File: src/rtl/owb_pkg.sv
package owb_pkg;

  localparam int DUR_W     = 10;
  localparam int NUM_CFG   = 8;
  localparam int REG_IDX_W = 3;
  localparam int CFG_IDX_W = 4;
  localparam int BYTE_W    = 8;
  localparam int BC_W      = 3;

  typedef logic [DUR_W-1:0] dur_t;

  typedef struct packed {
    dur_t [NUM_CFG-1:0] dur;
  } cfg_t;

  // register indexes of the timing registers
  typedef enum logic [REG_IDX_W-1:0] {
    REG_RESET_PHASE   = 3'd0,
    REG_PRESENCE_WAIT = 3'd1,
    REG_W1_LOW        = 3'd2,
    REG_W1_TAIL       = 3'd3,
    REG_W0_LOW        = 3'd4,
    REG_RD_LOW        = 3'd5,
    REG_RD_SAMPLE     = 3'd6,
    REG_RD_TAIL       = 3'd7
  } reg_idx_t;

  localparam logic [NUM_CFG-1:0][DUR_W-1:0] CFG_RESET = {
    10'd50, 10'd5, 10'd5, 10'd70, 10'd55, 10'd10, 10'd70, 10'd500
  };

  typedef enum logic [1:0] {
    CMD_TICK  = 2'd0,
    CMD_RESET = 2'd1,
    CMD_WRITE = 2'd2,
    CMD_READ  = 2'd3
  } cmd_t;

  typedef enum logic [3:0] {
    PH_IDLE     = 4'd0,
    PH_RST_LOW  = 4'd1,
    PH_RST_WAIT = 4'd2,
    PH_RST_REC  = 4'd3,
    PH_WR_LOW   = 4'd4,
    PH_WR_TAIL  = 4'd5,
    PH_RD_LOW   = 4'd6,
    PH_RD_WAIT  = 4'd7,
    PH_RD_TAIL  = 4'd8
  } phase_t;

  typedef struct packed {
    logic              drive_low;
    logic              busy_res;
    logic              done_res;
    logic              presence;
    logic [BYTE_W-1:0] rx_byte;
  } res_t;

endpackage

File: src/rtl/owb_in_if.sv
interface owb_in_if;
  logic                       valid;
  logic                       ready;
  logic [1:0]                 cmd;
  logic [owb_pkg::BYTE_W-1:0] tx_byte;
  logic                       bus_level;

  modport source (output valid, output cmd, output tx_byte, output bus_level, input ready);
  modport sink (input valid, input cmd, input tx_byte, input bus_level, output ready);
endinterface

File: src/rtl/owb_out_if.sv
interface owb_out_if;
  logic                       valid;
  logic                       ready;
  logic                       drive_low;
  logic                       busy_res;
  logic                       done_res;
  logic                       presence;
  logic [owb_pkg::BYTE_W-1:0] rx_byte;

  modport source (output valid, output drive_low, output busy_res, output done_res,
                  output presence, output rx_byte, input ready);
  modport sink (input valid, input drive_low, input busy_res, input done_res,
                input presence, input rx_byte, output ready);
endinterface

File: src/rtl/owb_cfg_if.sv
interface owb_cfg_if;
  logic                          valid;
  logic                          ready;
  logic [owb_pkg::CFG_IDX_W-1:0] reg_index;
  logic [owb_pkg::DUR_W-1:0]     wdata;

  modport source (output valid, output reg_index, output wdata, input ready);
  modport sink (input valid, input reg_index, input wdata, output ready);
endinterface

File: src/rtl/owb_cfg_regs.sv
module owb_cfg_regs (
  input  logic          clk,
  input  logic          rst_n,
  owb_cfg_if.sink       cfg_ch,
  output owb_pkg::cfg_t cfg
);

  logic [owb_pkg::NUM_CFG-1:0][owb_pkg::DUR_W-1:0] dur_r;
  logic                                            wr_en;

  assign cfg_ch.ready = 1'b1;
  // indexes past the register list are dropped
  assign wr_en = cfg_ch.valid &&
                 (cfg_ch.reg_index < owb_pkg::CFG_IDX_W'(owb_pkg::NUM_CFG));

  always_ff @(posedge clk) begin
    if (!rst_n) begin
      dur_r <= owb_pkg::CFG_RESET;
    end else if (wr_en) begin
      dur_r[cfg_ch.reg_index[owb_pkg::REG_IDX_W-1:0]] <= cfg_ch.wdata;
    end
  end

  assign cfg.dur = dur_r;

endmodule

File: src/rtl/owb_core.sv
module owb_core #(
  parameter int BITS_PER_BYTE = 8,
  parameter int TIMER_BITS    = 10
) (
  input  logic                       clk,
  input  logic                       rst_n,
  input  logic                       go,
  input  owb_pkg::cmd_t              cmd,
  input  logic [owb_pkg::BYTE_W-1:0] tx_byte,
  input  logic                       bus_level,
  input  owb_pkg::cfg_t              cfg,
  output owb_pkg::res_t              res_nxt
);

  localparam int LW = (TIMER_BITS > owb_pkg::DUR_W) ? TIMER_BITS : owb_pkg::DUR_W;
  localparam logic [TIMER_BITS-1:0]      TMAX     = {TIMER_BITS{1'b1}};
  localparam logic [LW-1:0]              TMAX_EXT = LW'(TMAX);
  localparam logic [owb_pkg::BC_W-1:0]   LAST_BIT = owb_pkg::BC_W'(BITS_PER_BYTE - 1);
  localparam logic [owb_pkg::BC_W:0]     BITS_CNT = (owb_pkg::BC_W + 1)'(BITS_PER_BYTE);

  typedef struct packed {
    owb_pkg::phase_t            ph;
    logic [owb_pkg::BC_W-1:0]   bc;
    logic [owb_pkg::BYTE_W-1:0] sh;
    logic                       pr;
    logic [owb_pkg::BYTE_W-1:0] rx;
    logic                       dn;
  } st_t;

  owb_pkg::phase_t            phase_r;
  logic [TIMER_BITS-1:0]      timer_r;
  logic [owb_pkg::BC_W-1:0]   bit_r;
  logic [owb_pkg::BYTE_W-1:0] shift_r;
  logic                       pres_r;
  logic [owb_pkg::BYTE_W-1:0] rx_r;

  st_t                                       st_nxt;
  logic [TIMER_BITS-1:0]                     timer_nxt;
  logic [owb_pkg::NUM_CFG-1:0]               zf;
  logic [owb_pkg::NUM_CFG-1:0][TIMER_BITS-1:0] len;
  logic [TIMER_BITS-1:0]                     cur_len;

  // does the phase that s sits in last zero ticks
  function automatic logic zero_len(st_t s, logic [owb_pkg::NUM_CFG-1:0] z);
    logic r;
    r = 1'b0;
    unique case (s.ph)
      owb_pkg::PH_IDLE:     r = 1'b0;
      owb_pkg::PH_RST_LOW:  r = z[owb_pkg::REG_RESET_PHASE];
      owb_pkg::PH_RST_WAIT: r = z[owb_pkg::REG_PRESENCE_WAIT];
      owb_pkg::PH_RST_REC:  r = z[owb_pkg::REG_RESET_PHASE];
      owb_pkg::PH_WR_LOW:   r = s.sh[0] ? z[owb_pkg::REG_W1_LOW] : z[owb_pkg::REG_W0_LOW];
      owb_pkg::PH_WR_TAIL:  r = s.sh[0] ? z[owb_pkg::REG_W1_TAIL] : 1'b1;
      owb_pkg::PH_RD_LOW:   r = z[owb_pkg::REG_RD_LOW];
      owb_pkg::PH_RD_WAIT:  r = z[owb_pkg::REG_RD_SAMPLE];
      owb_pkg::PH_RD_TAIL:  r = z[owb_pkg::REG_RD_TAIL];
      default:              r = 1'b0;
    endcase
    return r;
  endfunction

  // phase transition at the end of a phase, with its sample or completion
  function automatic st_t end_phase(st_t s, logic level);
    st_t r;
    r = s;
    unique case (s.ph)
      owb_pkg::PH_RST_LOW:  r.ph = owb_pkg::PH_RST_WAIT;
      owb_pkg::PH_RST_WAIT: begin
        r.pr = !level;
        r.ph = owb_pkg::PH_RST_REC;
      end
      owb_pkg::PH_RST_REC: begin
        r.ph = owb_pkg::PH_IDLE;
        r.dn = 1'b1;
      end
      owb_pkg::PH_WR_LOW:   r.ph = owb_pkg::PH_WR_TAIL;
      owb_pkg::PH_WR_TAIL: begin
        r.sh = s.sh >> 1;
        if (s.bc >= LAST_BIT) begin
          r.ph = owb_pkg::PH_IDLE;
          r.dn = 1'b1;
        end else begin
          r.bc = s.bc + 1'b1;
          r.ph = owb_pkg::PH_WR_LOW;
        end
      end
      owb_pkg::PH_RD_LOW:   r.ph = owb_pkg::PH_RD_WAIT;
      owb_pkg::PH_RD_WAIT: begin
        if (level) begin
          r.sh = s.sh | (owb_pkg::BYTE_W'(1) << s.bc);
        end
        r.ph = owb_pkg::PH_RD_TAIL;
      end
      owb_pkg::PH_RD_TAIL: begin
        if (s.bc >= LAST_BIT) begin
          r.rx = s.sh;
          r.ph = owb_pkg::PH_IDLE;
          r.dn = 1'b1;
        end else begin
          r.bc = s.bc + 1'b1;
          r.ph = owb_pkg::PH_RD_LOW;
        end
      end
      owb_pkg::PH_IDLE:     r.ph = owb_pkg::PH_IDLE;
      default:              r.ph = owb_pkg::PH_IDLE;
    endcase
    return r;
  endfunction

  function automatic st_t step(st_t s, logic [owb_pkg::NUM_CFG-1:0] z, logic level);
    st_t r;
    r = s;
    if (s.ph != owb_pkg::PH_IDLE && zero_len(s, z)) begin
      r = end_phase(s, level);
    end
    return r;
  endfunction

  // write: finish a zero tail, then skip every slot whose low and tail are both empty
  function automatic st_t wr_settle(st_t s, logic [owb_pkg::NUM_CFG-1:0] z);
    st_t                      r;
    logic                     p1;
    logic                     p0;
    logic                     found;
    logic [owb_pkg::BC_W-1:0] k;
    logic [owb_pkg::BC_W:0]   pos;
    r     = s;
    p1    = z[owb_pkg::REG_W1_LOW] & z[owb_pkg::REG_W1_TAIL];
    p0    = z[owb_pkg::REG_W0_LOW];
    found = 1'b0;
    k     = '0;
    pos   = '0;
    if (r.ph == owb_pkg::PH_WR_TAIL && (!r.sh[0] || z[owb_pkg::REG_W1_TAIL])) begin
      r = end_phase(r, 1'b0);
    end
    if (r.ph == owb_pkg::PH_WR_LOW) begin
      for (int i = 0; i < owb_pkg::BYTE_W; i++) begin
        pos = {1'b0, r.bc} + (owb_pkg::BC_W + 1)'(i);
        if (!found && pos < BITS_CNT && !(r.sh[i] ? p1 : p0)) begin
          found = 1'b1;
          k     = owb_pkg::BC_W'(i);
        end
      end
      if (found) begin
        r.bc = r.bc + k;
        r.sh = r.sh >> k;
        r.ph = (r.sh[0] && z[owb_pkg::REG_W1_LOW]) ? owb_pkg::PH_WR_TAIL : owb_pkg::PH_WR_LOW;
      end else begin
        r.bc = LAST_BIT;
        r.ph = owb_pkg::PH_IDLE;
        r.dn = 1'b1;
      end
    end
    return r;
  endfunction

  // run through every zero-length phase reachable on this word
  function automatic st_t settle(st_t s, logic [owb_pkg::NUM_CFG-1:0] z, logic level);
    st_t                    r;
    logic [owb_pkg::BC_W:0] first;
    r     = s;
    first = '0;
    if (s.ph == owb_pkg::PH_RST_LOW || s.ph == owb_pkg::PH_RST_WAIT ||
        s.ph == owb_pkg::PH_RST_REC) begin
      r = step(step(step(s, z, level), z, level), z, level);
    end else if (s.ph == owb_pkg::PH_WR_LOW || s.ph == owb_pkg::PH_WR_TAIL) begin
      r = wr_settle(s, z);
    end else if (s.ph == owb_pkg::PH_RD_LOW || s.ph == owb_pkg::PH_RD_WAIT ||
                 s.ph == owb_pkg::PH_RD_TAIL) begin
      if (z[owb_pkg::REG_RD_LOW] && z[owb_pkg::REG_RD_SAMPLE] && z[owb_pkg::REG_RD_TAIL]) begin
        // empty read slots: every remaining bit takes the current line level
        first = {1'b0, s.bc} + ((s.ph == owb_pkg::PH_RD_TAIL) ? 1'b1 : 1'b0);
        for (int i = 0; i < owb_pkg::BYTE_W; i++) begin
          if ((owb_pkg::BC_W + 1)'(i) >= first && (owb_pkg::BC_W + 1)'(i) < BITS_CNT) begin
            r.sh[i] = s.sh[i] | level;
          end
        end
        r.rx = r.sh;
        r.bc = LAST_BIT;
        r.ph = owb_pkg::PH_IDLE;
        r.dn = 1'b1;
      end else begin
        // at most two zero phases in a row once one of the three is non-empty
        r = step(step(step(s, z, level), z, level), z, level);
      end
    end
    return r;
  endfunction

  always_comb begin
    logic [LW-1:0] ext;
    ext = '0;
    for (int i = 0; i < owb_pkg::NUM_CFG; i++) begin
      zf[i]  = (cfg.dur[i] == '0);
      ext    = LW'(cfg.dur[i]);
      len[i] = (ext > TMAX_EXT) ? TMAX : TIMER_BITS'(ext);
    end
  end

  always_comb begin
    unique case (phase_r)
      owb_pkg::PH_IDLE:     cur_len = '0;
      owb_pkg::PH_RST_LOW:  cur_len = len[owb_pkg::REG_RESET_PHASE];
      owb_pkg::PH_RST_WAIT: cur_len = len[owb_pkg::REG_PRESENCE_WAIT];
      owb_pkg::PH_RST_REC:  cur_len = len[owb_pkg::REG_RESET_PHASE];
      owb_pkg::PH_WR_LOW:   cur_len = shift_r[0] ? len[owb_pkg::REG_W1_LOW]
                                                 : len[owb_pkg::REG_W0_LOW];
      owb_pkg::PH_WR_TAIL:  cur_len = shift_r[0] ? len[owb_pkg::REG_W1_TAIL] : '0;
      owb_pkg::PH_RD_LOW:   cur_len = len[owb_pkg::REG_RD_LOW];
      owb_pkg::PH_RD_WAIT:  cur_len = len[owb_pkg::REG_RD_SAMPLE];
      owb_pkg::PH_RD_TAIL:  cur_len = len[owb_pkg::REG_RD_TAIL];
      default:              cur_len = '0;
    endcase
  end

  always_comb begin
    st_t                   cur;
    logic [TIMER_BITS-1:0] tm_inc;
    logic                  run;
    cur.ph    = phase_r;
    cur.bc    = bit_r;
    cur.sh    = shift_r;
    cur.pr    = pres_r;
    cur.rx    = rx_r;
    cur.dn    = 1'b0;
    st_nxt    = cur;
    timer_nxt = timer_r;
    run       = 1'b0;
    tm_inc    = (timer_r == TMAX) ? timer_r : timer_r + 1'b1;
    if (go) begin
      if (cmd == owb_pkg::CMD_TICK) begin
        if (phase_r != owb_pkg::PH_IDLE) begin
          timer_nxt = tm_inc;
          if (tm_inc >= cur_len) begin
            st_nxt    = end_phase(cur, bus_level);
            timer_nxt = '0;
            run       = 1'b1;
          end
        end
      end else if (phase_r == owb_pkg::PH_IDLE) begin
        timer_nxt = '0;
        st_nxt.bc = '0;
        run       = 1'b1;
        unique case (cmd)
          owb_pkg::CMD_RESET: begin
            st_nxt.sh = '0;
            st_nxt.ph = owb_pkg::PH_RST_LOW;
          end
          owb_pkg::CMD_WRITE: begin
            st_nxt.sh = tx_byte;
            st_nxt.ph = owb_pkg::PH_WR_LOW;
          end
          default: begin
            st_nxt.sh = '0;
            st_nxt.ph = owb_pkg::PH_RD_LOW;
          end
        endcase
      end
    end
    if (run) begin
      st_nxt = settle(st_nxt, zf, bus_level);
    end
  end

  always_ff @(posedge clk) begin
    if (!rst_n) begin
      phase_r <= owb_pkg::PH_IDLE;
      timer_r <= '0;
      bit_r   <= '0;
      shift_r <= '0;
      pres_r  <= 1'b0;
      rx_r    <= '0;
    end else if (go) begin
      phase_r <= st_nxt.ph;
      timer_r <= timer_nxt;
      bit_r   <= st_nxt.bc;
      shift_r <= st_nxt.sh;
      pres_r  <= st_nxt.pr;
      rx_r    <= st_nxt.rx;
    end
  end

  assign res_nxt.drive_low = (st_nxt.ph == owb_pkg::PH_RST_LOW) ||
                             (st_nxt.ph == owb_pkg::PH_WR_LOW) ||
                             (st_nxt.ph == owb_pkg::PH_RD_LOW);
  assign res_nxt.busy_res  = (st_nxt.ph != owb_pkg::PH_IDLE);
  assign res_nxt.done_res  = st_nxt.dn;
  assign res_nxt.presence  = st_nxt.pr;
  assign res_nxt.rx_byte   = st_nxt.rx;

  a_done_not_busy: assert property (@(posedge clk) disable iff (!rst_n)
    go && res_nxt.done_res |-> !res_nxt.busy_res)
    else $error("completion reported while still busy");

  a_hold_when_stalled: assert property (@(posedge clk) disable iff (!rst_n)
    !go |=> $stable(phase_r) && $stable(timer_r) && $stable(rx_r))
    else $error("state moved without a word");

  a_busy_cmd_ignored: assert property (@(posedge clk) disable iff (!rst_n)
    go && cmd != owb_pkg::CMD_TICK && phase_r != owb_pkg::PH_IDLE
    |=> $stable(phase_r) && $stable(timer_r) && $stable(bit_r) && $stable(shift_r))
    else $error("command taken while busy");

  a_slot_in_range: assert property (@(posedge clk) disable iff (!rst_n)
    phase_r != owb_pkg::PH_IDLE |-> bit_r <= LAST_BIT)
    else $error("slot counter past the last bit");

endmodule

File: src/rtl/onewire_bus_master.sv
// channel  dir  handshake     payload
// in_ch    in   valid/ready   cmd[1:0], tx_byte[7:0], bus_level
// out_ch   out  valid/ready   drive_low, busy_res, done_res, presence, rx_byte[7:0]
// cfg_ch   in   valid/ready   reg_index[3:0], wdata[9:0] (ready always high)
//
// one word accepted per cycle while the result register can move on, one result word per input word;
// each word passes input register -> state update -> result register in one pass
// rst_n synchronous active low: bus idle, timing registers back to defaults
// out_ch.ready low holds the result; one more word waits in the input register,
// then in_ch.ready drops until the result is taken
module onewire_bus_master #(
  parameter int BITS_PER_BYTE = 8,
  parameter int TIMER_BITS    = 10
) (
  input  logic       clk,
  input  logic       rst_n,
  owb_in_if.sink     in_ch,
  owb_out_if.source  out_ch,
  owb_cfg_if.sink    cfg_ch
);

  // input register
  logic                       in_v_r;
  logic                       in_v_nxt;
  owb_pkg::cmd_t              in_cmd_r;
  logic [owb_pkg::BYTE_W-1:0] in_tx_r;
  logic                       in_lvl_r;

  // result register
  logic                       out_v_r;
  logic                       out_v_nxt;
  owb_pkg::res_t              out_res_r;
  owb_pkg::res_t              out_res_nxt;

  owb_pkg::cfg_t              cfg;
  logic                       in_take;
  logic                       advance;

  // held word moves on when the result slot is free or being emptied
  assign advance     = in_v_r && (!out_v_r || out_ch.ready);
  assign in_ch.ready = !in_v_r || advance;
  assign in_take     = in_ch.valid && in_ch.ready;

  assign in_v_nxt  = in_take ? 1'b1 : (advance ? 1'b0 : in_v_r);
  assign out_v_nxt = advance ? 1'b1 : (out_ch.ready ? 1'b0 : out_v_r);

  always_ff @(posedge clk) begin
    if (!rst_n) begin
      in_v_r  <= 1'b0;
      out_v_r <= 1'b0;
    end else begin
      in_v_r  <= in_v_nxt;
      out_v_r <= out_v_nxt;
    end
  end

  // payload registers, no reset needed
  always_ff @(posedge clk) begin
    if (in_take) begin
      in_cmd_r <= owb_pkg::cmd_t'(in_ch.cmd);
      in_tx_r  <= in_ch.tx_byte;
      in_lvl_r <= in_ch.bus_level;
    end
    if (advance) begin
      out_res_r <= out_res_nxt;
    end
  end

  owb_cfg_regs u_cfg (
    .clk    (clk),
    .rst_n  (rst_n),
    .cfg_ch (cfg_ch),
    .cfg    (cfg)
  );

  // bus sequencer: phase, slot timer, bit counter and shift register
  owb_core #(
    .BITS_PER_BYTE (BITS_PER_BYTE),
    .TIMER_BITS    (TIMER_BITS)
  ) u_core (
    .clk       (clk),
    .rst_n     (rst_n),
    .go        (advance),
    .cmd       (in_cmd_r),
    .tx_byte   (in_tx_r),
    .bus_level (in_lvl_r),
    .cfg       (cfg),
    .res_nxt   (out_res_nxt)
  );

  assign out_ch.valid     = out_v_r;
  assign out_ch.drive_low = out_res_r.drive_low;
  assign out_ch.busy_res  = out_res_r.busy_res;
  assign out_ch.done_res  = out_res_r.done_res;
  assign out_ch.presence  = out_res_r.presence;
  assign out_ch.rx_byte   = out_res_r.rx_byte;

endmodule
File: src/flat_wrapper.sv
// flat-port wrapper written by rule: the top's interface ports become plain ports
module onewire_bus_master_flat 
#(
  parameter int BITS_PER_BYTE = 8,
  parameter int TIMER_BITS    = 10
)
  (clk, rst_n, in_ch_valid, in_ch_cmd, in_ch_tx_byte, in_ch_bus_level, in_ch_ready, out_ch_valid, out_ch_drive_low, out_ch_busy_res, out_ch_done_res, out_ch_presence, out_ch_rx_byte, out_ch_ready, cfg_ch_valid, cfg_ch_reg_index, cfg_ch_wdata, cfg_ch_ready);
  owb_in_if in_ch_i ();
  owb_out_if out_ch_i ();
  owb_cfg_if cfg_ch_i ();
  input  logic clk;
  input  logic rst_n;
  input wire logic [$bits(in_ch_i.valid)-1:0] in_ch_valid;
  input wire logic [$bits(in_ch_i.cmd)-1:0] in_ch_cmd;
  input wire logic [$bits(in_ch_i.tx_byte)-1:0] in_ch_tx_byte;
  input wire logic [$bits(in_ch_i.bus_level)-1:0] in_ch_bus_level;
  output wire logic [$bits(in_ch_i.ready)-1:0] in_ch_ready;
  output wire logic [$bits(out_ch_i.valid)-1:0] out_ch_valid;
  output wire logic [$bits(out_ch_i.drive_low)-1:0] out_ch_drive_low;
  output wire logic [$bits(out_ch_i.busy_res)-1:0] out_ch_busy_res;
  output wire logic [$bits(out_ch_i.done_res)-1:0] out_ch_done_res;
  output wire logic [$bits(out_ch_i.presence)-1:0] out_ch_presence;
  output wire logic [$bits(out_ch_i.rx_byte)-1:0] out_ch_rx_byte;
  input wire logic [$bits(out_ch_i.ready)-1:0] out_ch_ready;
  input wire logic [$bits(cfg_ch_i.valid)-1:0] cfg_ch_valid;
  input wire logic [$bits(cfg_ch_i.reg_index)-1:0] cfg_ch_reg_index;
  input wire logic [$bits(cfg_ch_i.wdata)-1:0] cfg_ch_wdata;
  output wire logic [$bits(cfg_ch_i.ready)-1:0] cfg_ch_ready;
  assign in_ch_i.valid = in_ch_valid;
  assign in_ch_i.cmd = in_ch_cmd;
  assign in_ch_i.tx_byte = in_ch_tx_byte;
  assign in_ch_i.bus_level = in_ch_bus_level;
  assign in_ch_ready = in_ch_i.ready;
  assign out_ch_valid = out_ch_i.valid;
  assign out_ch_drive_low = out_ch_i.drive_low;
  assign out_ch_busy_res = out_ch_i.busy_res;
  assign out_ch_done_res = out_ch_i.done_res;
  assign out_ch_presence = out_ch_i.presence;
  assign out_ch_rx_byte = out_ch_i.rx_byte;
  assign out_ch_i.ready = out_ch_ready;
  assign cfg_ch_i.valid = cfg_ch_valid;
  assign cfg_ch_i.reg_index = cfg_ch_reg_index;
  assign cfg_ch_i.wdata = cfg_ch_wdata;
  assign cfg_ch_ready = cfg_ch_i.ready;
  onewire_bus_master #(.BITS_PER_BYTE(BITS_PER_BYTE), .TIMER_BITS(TIMER_BITS)) u_core (.clk(clk), .rst_n(rst_n), .in_ch(in_ch_i), .out_ch(out_ch_i), .cfg_ch(cfg_ch_i));
endmodule
File: config.mk
export PLATFORM = sky130hd
export DESIGN_NAME = onewire_bus_master_flat
export DESIGN_NICKNAME = d
export VERILOG_FILES = /design/src/rtl/owb_pkg.sv /design/src/rtl/owb_in_if.sv /design/src/rtl/owb_out_if.sv /design/src/rtl/owb_cfg_if.sv /design/src/rtl/owb_cfg_regs.sv /design/src/rtl/owb_core.sv /design/src/rtl/onewire_bus_master.sv /design/src/flat_wrapper.sv
export SDC_FILE = /design/constraint.sdc
export NUM_CORES = 1
export LEC_CHECK = 0
export BUFFER_PORTS_ARGS = -buffer_cell sky130_fd_sc_hd__buf_2
export CELL_PAD_IN_SITES_DETAIL_PLACEMENT = 0
export CELL_PAD_IN_SITES_GLOBAL_PLACEMENT = 1
export CORE_MARGIN = 4
export CORE_UTILIZATION = 47
export DETAILED_ROUTE_END_ITERATION = 16
export PLACE_DENSITY = 0.81
export SETUP_SLACK_MARGIN = 0.3
export SLEW_MARGIN = 20
export SYNTH_ARGS = -nofsm -noshare
export SYNTH_HDL_FRONTEND = slang
export SYNTH_SLANG_ARGS = --single-unit
File: constraint.sdc
create_clock -name clk -period 10.2 [get_ports clk]
set_input_delay 2.04 -clock clk [delete_from_list [all_inputs] [get_ports clk]]
set_output_delay 2.04 -clock clk [all_outputs]
set_load 0.02 [all_outputs]
* After elaboration in Yosys (flattened, before gate mapping)
Index checks and enable logic that the tools add are counted.
Storage, ports and cells: logic and storage cells 494, flip-flop bits (word level) 139, bits in latches 0, bits in read-only memories 0, memories kept 0, output and inout port bits 15, bits of input ports 30, bits in writable memories 0
Operators by class: shift operators 7, $lt $le $gt $ge 34, bitwise gates (word level) 15, divide/modulo/power cells 0, add/subtract/negate cells 16, reductions and logical operators 91, multiplexer cells 251, multiply operators 0, equality and inequality tests 56
Operator list (count):
- $mux 25 | 31
- $mux 10 | 17
- $pmux 4 s7 | 6
- $mux 8 | 15
- $mux 1 | 115
- $eq 4x3->1 const B | 27
- $mux 3 | 34
- $pmux 8 s2 | 6
- $bwmux 80 | 1
- $gt 10x10->1 const B | 8
- $logic_not 10->1 | 8
- $pmux 10 s7 | 1
- $mux 9 | 7
- $mux 15 | 4
- $eq 4x2->1 const B | 12
- $or 8x8->8 | 6
- $shl 1x3->8 const A | 6
- $pmux 1 s7 | 5
- $lt 4x4->1 const B | 8
- $demux 10 s3 | 1
- $logic_and 1x1->1 | 29
- $eq 4x1->1 const B | 7
- $reduce_bool 4->1 | 7
- $eq 4x4->1 const B | 6
- other kinds (31) | 103

* Longest topological paths before layout
depth after elaboration 91, gate-level depth with buffers 39, depth with buffers taken out 37

* By module
A second synthesis with hierarchy kept.
Second synthesis, totals: cells, all modules 1496, area, all modules 11642.4 sq um
Modules (own cells, without submodules):
- owb_core | cells an instance 1153, area an instance 7742.4 sq um, sequential area each 680.7 sq um, times used 1
- owb_cfg_regs | cells an instance 311, area an instance 3105.5 sq um, sequential area each 1601.5 sq um, times used 1
- onewire_bus_master | cells an instance 32, area an instance 794.5 sq um, sequential area each 730.7 sq um, times used 1

* Worst setup path before layout
Ideal clock, no wire load.
path type input-to-reg, start point input port out_ch_ready, end point register u_core.out_res_r (netlist bit u_core.out_ch.rx_byte[1]) (data pin), slack 2.449 ns, required time 9.938 ns, stages 30, data arrival time 7.489 ns, buffers on the path 2, cell sequence nand2b_1 -> nand3_1 -> clkbuf_1 -> a211oi_1 -> nor3_1 -> a21oi_1 -> inv_1 -> ha_1 -> ha_1 -> inv_1 -> nand4_1 -> nor2_2 -> nand2_1 -> o21ai_0 -> inv_1 -> ha_1 -> ha_1 -> nand2b_1 -> a21oi_1 -> and3_1 -> clkbuf_1 -> nand2_1 -> o21ai_0 -> ha_1 -> ha_1 -> a211o_1 -> nand3_1 -> a21oi_4 -> mux2i_1 -> o21ai_1
RTL lines:
- start: declaration | line flat_wrapper.sv:24 | input wire logic [$bits(out_ch_i.ready)-1:0] out_ch_ready;
- end signal: assignment | line onewire_bus_master.sv:65 | out_res_r <= out_res_nxt;
- end: declaration | line onewire_bus_master.sv:32 | owb_pkg::res_t out_res_r;

==> out/qor.yml <==
cells_and_area:
  diodes: 0
  nets: 1516
  drive_gt1_share_pct: 10.7
  fillers: 2226
  stdcell_area_sq_mm: 0.0121
  syn2layout_area_growth_pct: 9.92
grt:
  antenna_found_initial: 0
  grt_pass1_wl_mm: 64.1
  overflow: 0
  grt_use_total_pct: 31.6
  grt_pass1_vias: 10874
  grt_max_degree: 81
floorplanning:
  core-area_sq_mm: 0.0228
  placementRows: 55
  initial_utilization_pct: 48.2
  ioPinCount: 45
  die_x_um: 161
  die_h_um: 161
  die-area_sq_mm: 0.0259
run:
  max_cap_viol_count: 0
synthesis:
  synthTopCellsByCount: "203 x nand2_1, 156 x nor2_1, 124 x a21oi_1, 116 x dfxtp_1, 95 x mux2i_1"
  synthArstFlopShare_pct: 0
  seq_area_frac_synth_pct: 27.5
  yosysTopAreaCellShare_pct: 21.2
  synth_top_area_cell: "dfxtp_1"
  syn_area_sq_mm: 0.0110
  ys.flop_type: "dfxtp_1"
  yosysMostFrequentCell: "nand2_1"
  synth_area_leaders: "dfxtp_1 21%, mux2i_1 8.7%, nand2_1 6.9%"
  ys_types: 101
  ys_warn_count: 0
  syn_area_per_cell_sq_um: 7.63
  synth_edf_count: 23
  postSynthCellCount: 1439
  ys_ff_latch: 139
  syn_nets: 1511
sta:
  fin_crit_ns: 9.24
  hold_viol: 0
  skew_ns: 0.0165
  rsz0062_at_grt: "false"
  tns_ns: 0
  slew_viol_final: 0
  slew_headroom_pct: 31.5
  period_share_pct: 90.6
  setup_viol: 0
  fmax_mhz: 108
  tightest_slew_ns: 1.01
routing:
  vias: 11562
  dr.first_iter.drc_count: 1561
  drc: 0
  totalWireLength_mm: 42.0
  routed_via_density: 6.53
  first_pass_iters: 6
  wl_per_cell_um: 23.7
  ant_nets: 0
cts:
  worstSkewPairLatency_ns: 0.43
  htree_num_levels: 4
  numCtsBuffers: 17
  clockBufferDepth: 2
  cts.reportedPaths.clkPinSlew_ns: 0.07
  clkSinkCount: 139
  post_cts_buffers: 0
  cts_tree: "built"
  cts-root-buf: "clkbuf_16"
  postCtsHoldBufs: 0
hold_path:
  hold_depth: 2
  hold_class: "reg -> reg"
power:
  vdd_drop_max_mv: 0.107
  p_leak_uw: 0.00467
  power.density_mw_per_mm2: 160
critical_path:
  crit_type: "reg -> reg"
  crit_arrival_ns: 9.41
  path_common_cell: "ha_1"
  critPathLaunchType: "flop"
  end_kind: "flop"
  crit_path_max_incr_delay_ns: 0.63
  worstPathRequired_ns: 10.37
  cp_max_fo: 12
  rr_worst_depth: 35
  cp_slowest_cell: "dfxtp_1"
placement:
  io_buffers: 43
  gp_congestion: 1.06
  dp_hpwl_mm: 31.8
  place_area_sq_mm: 0.0114
outcome:
  status: "complete, no violations"
## critical path: cells and delay by family (launching register included)
family | cells | cell delay (ns)
AND/OR/NAND/NOR | 14 | 3.50
adder cells (fa/ha/maj) | 7 | 1.71
buffers and inverters | 4 | 0.67
multiplexers | 1 | 0.30
AO/OA/AOI/OAI | 9 | 2.16
flip-flops | 1 | 0.63
## area by class of cell
| type | count | area, sq um | share of cell area (%) |
|---|---|---|---|
| Multi-Input combinational cell | 1173 | 7450 | 61.7 |
| Timing Repair Buffer | 77 | 470 | 3.90 |
| Inverter | 36 | 135 | 1.12 |
| Sequential cell | 139 | 3010 | 25.0 |
| Tap cell | 313 | 392 | 3.25 |
| Clock buffer | 22 | 508 | 4.21 |
| Clock inverter | 10 | 98.8 | 0.819 |
## placed cells by master (no fill, tap or decap), drive strengths merged, types with 8 or more instances in the layout
cell type / instances
buf: 77
and2: 13
nand4: 11
nand2: 203
dfxtp: 116
edfxtp: 23
xnor2: 11
nor2: 158
or2: 8
and3: 21
ha: 41
nand2b: 8
o211ai: 21
mux2: 12
a31oi: 21
a21o: 15
o21ai: 77
a222oi: 10
clkbuf: 22
mux2i: 95
a21oi: 125
o31ai: 10
nor4: 22
a22oi: 29
nor3: 30
o22ai: 19
nand3: 50
inv: 37
a211oi: 19
nor2b: 12
## flip-flops by register name, summed over array words and instances, names as in the netlist, 2 cells and up
register / cells
u_core.u_core.phase_r: 4
u_core.u_cfg.cfg: 80
u_core.u_core.rx_r: 8
u_core.in_cmd_r: 2
u_core.u_core.bit_r: 3
u_core.out_ch.rx_byte: 8
u_core.u_core.shift_r: 8
u_core.in_tx_r: 8
u_core.u_core.timer_r: 10
## per-stage QoR
stage          cells  utilization, %  setup slack, ns  hold slack (ns)  power [uW]
3_3_place_gp    1738            50.2             1.24            0.467        1270
5_1_grt         1770            53.0            0.335            0.496        2010
2_1_floorplan   1439               -             2.45            0.448        1060
3_5_place_dp    1738            50.2             1.12            0.468        1270
4_1_cts         1770            52.9             1.12            0.476        1920
6_report        1770            53.0            0.957            0.478        1930
## per-layer routing
metal | vias to the layer above | GRT usage (%) | wire length (um)
met3 | 144 | 4.39 | 2910
li1 | 5358 | - | -
met2 | 574 | 52.5 | 19900
met4 | 0 | 17.4 | 2730
met5 | - | 0 | 0
met1 | 5486 | 39.5 | 16500
## power breakdown
group / total, uW / switching (uW) / internal, uW
registers: 607 / 28.5 / 579
logic: 675 / 466 / 209
clock network: 645 / 262 / 383
## repair_timing
| action | in CTS | in global routing |
|---|---|---|
| resized for setup | 0 | 1 |
| endpoints found under the hold margin | 0 | 0 |
| endpoints found under the setup margin | 0 | 5 |
## cells by family (layout without fill, tap and decap cells)
group                    after synthesis  after routing  synth area share (%)
XOR/XNOR                              12             12                 0.958
multiplexers                         107            107                  9.93
buffers and inverters                127            145                  4.94
other                                  1              1                0.0342
flip-flops                           139            139                  27.5
AO/OA/AOI/OAI                        446            446                  27.7
AND/OR/NAND/NOR                      565            565                  24.1
adder cells (fa/ha/maj)               42             42                  4.86
## final timing paths
check / from / to / slack (ns)
worst max-delay path: u_core.u_core.phase_r[2]$_SDFFE_PN0P_ / u_core.out_ch.rx_byte[7]$_DFFE_PP_ / 0.96
worst min-delay path: u_core.u_cfg.cfg[73]$_SDFFE_PN0P_ / u_core.u_cfg.cfg[73]$_SDFFE_PN0P_ / 0.48
worst max register to register: u_core.u_core.phase_r[2]$_SDFFE_PN0P_ / u_core.out_ch.rx_byte[7]$_DFFE_PP_ / 0.96
worst min register to register: u_core.u_cfg.cfg[73]$_SDFFE_PN0P_ / u_core.u_cfg.cfg[73]$_SDFFE_PN0P_ / 0.48
No activity file was read; power rests on OpenSTA's default activity.
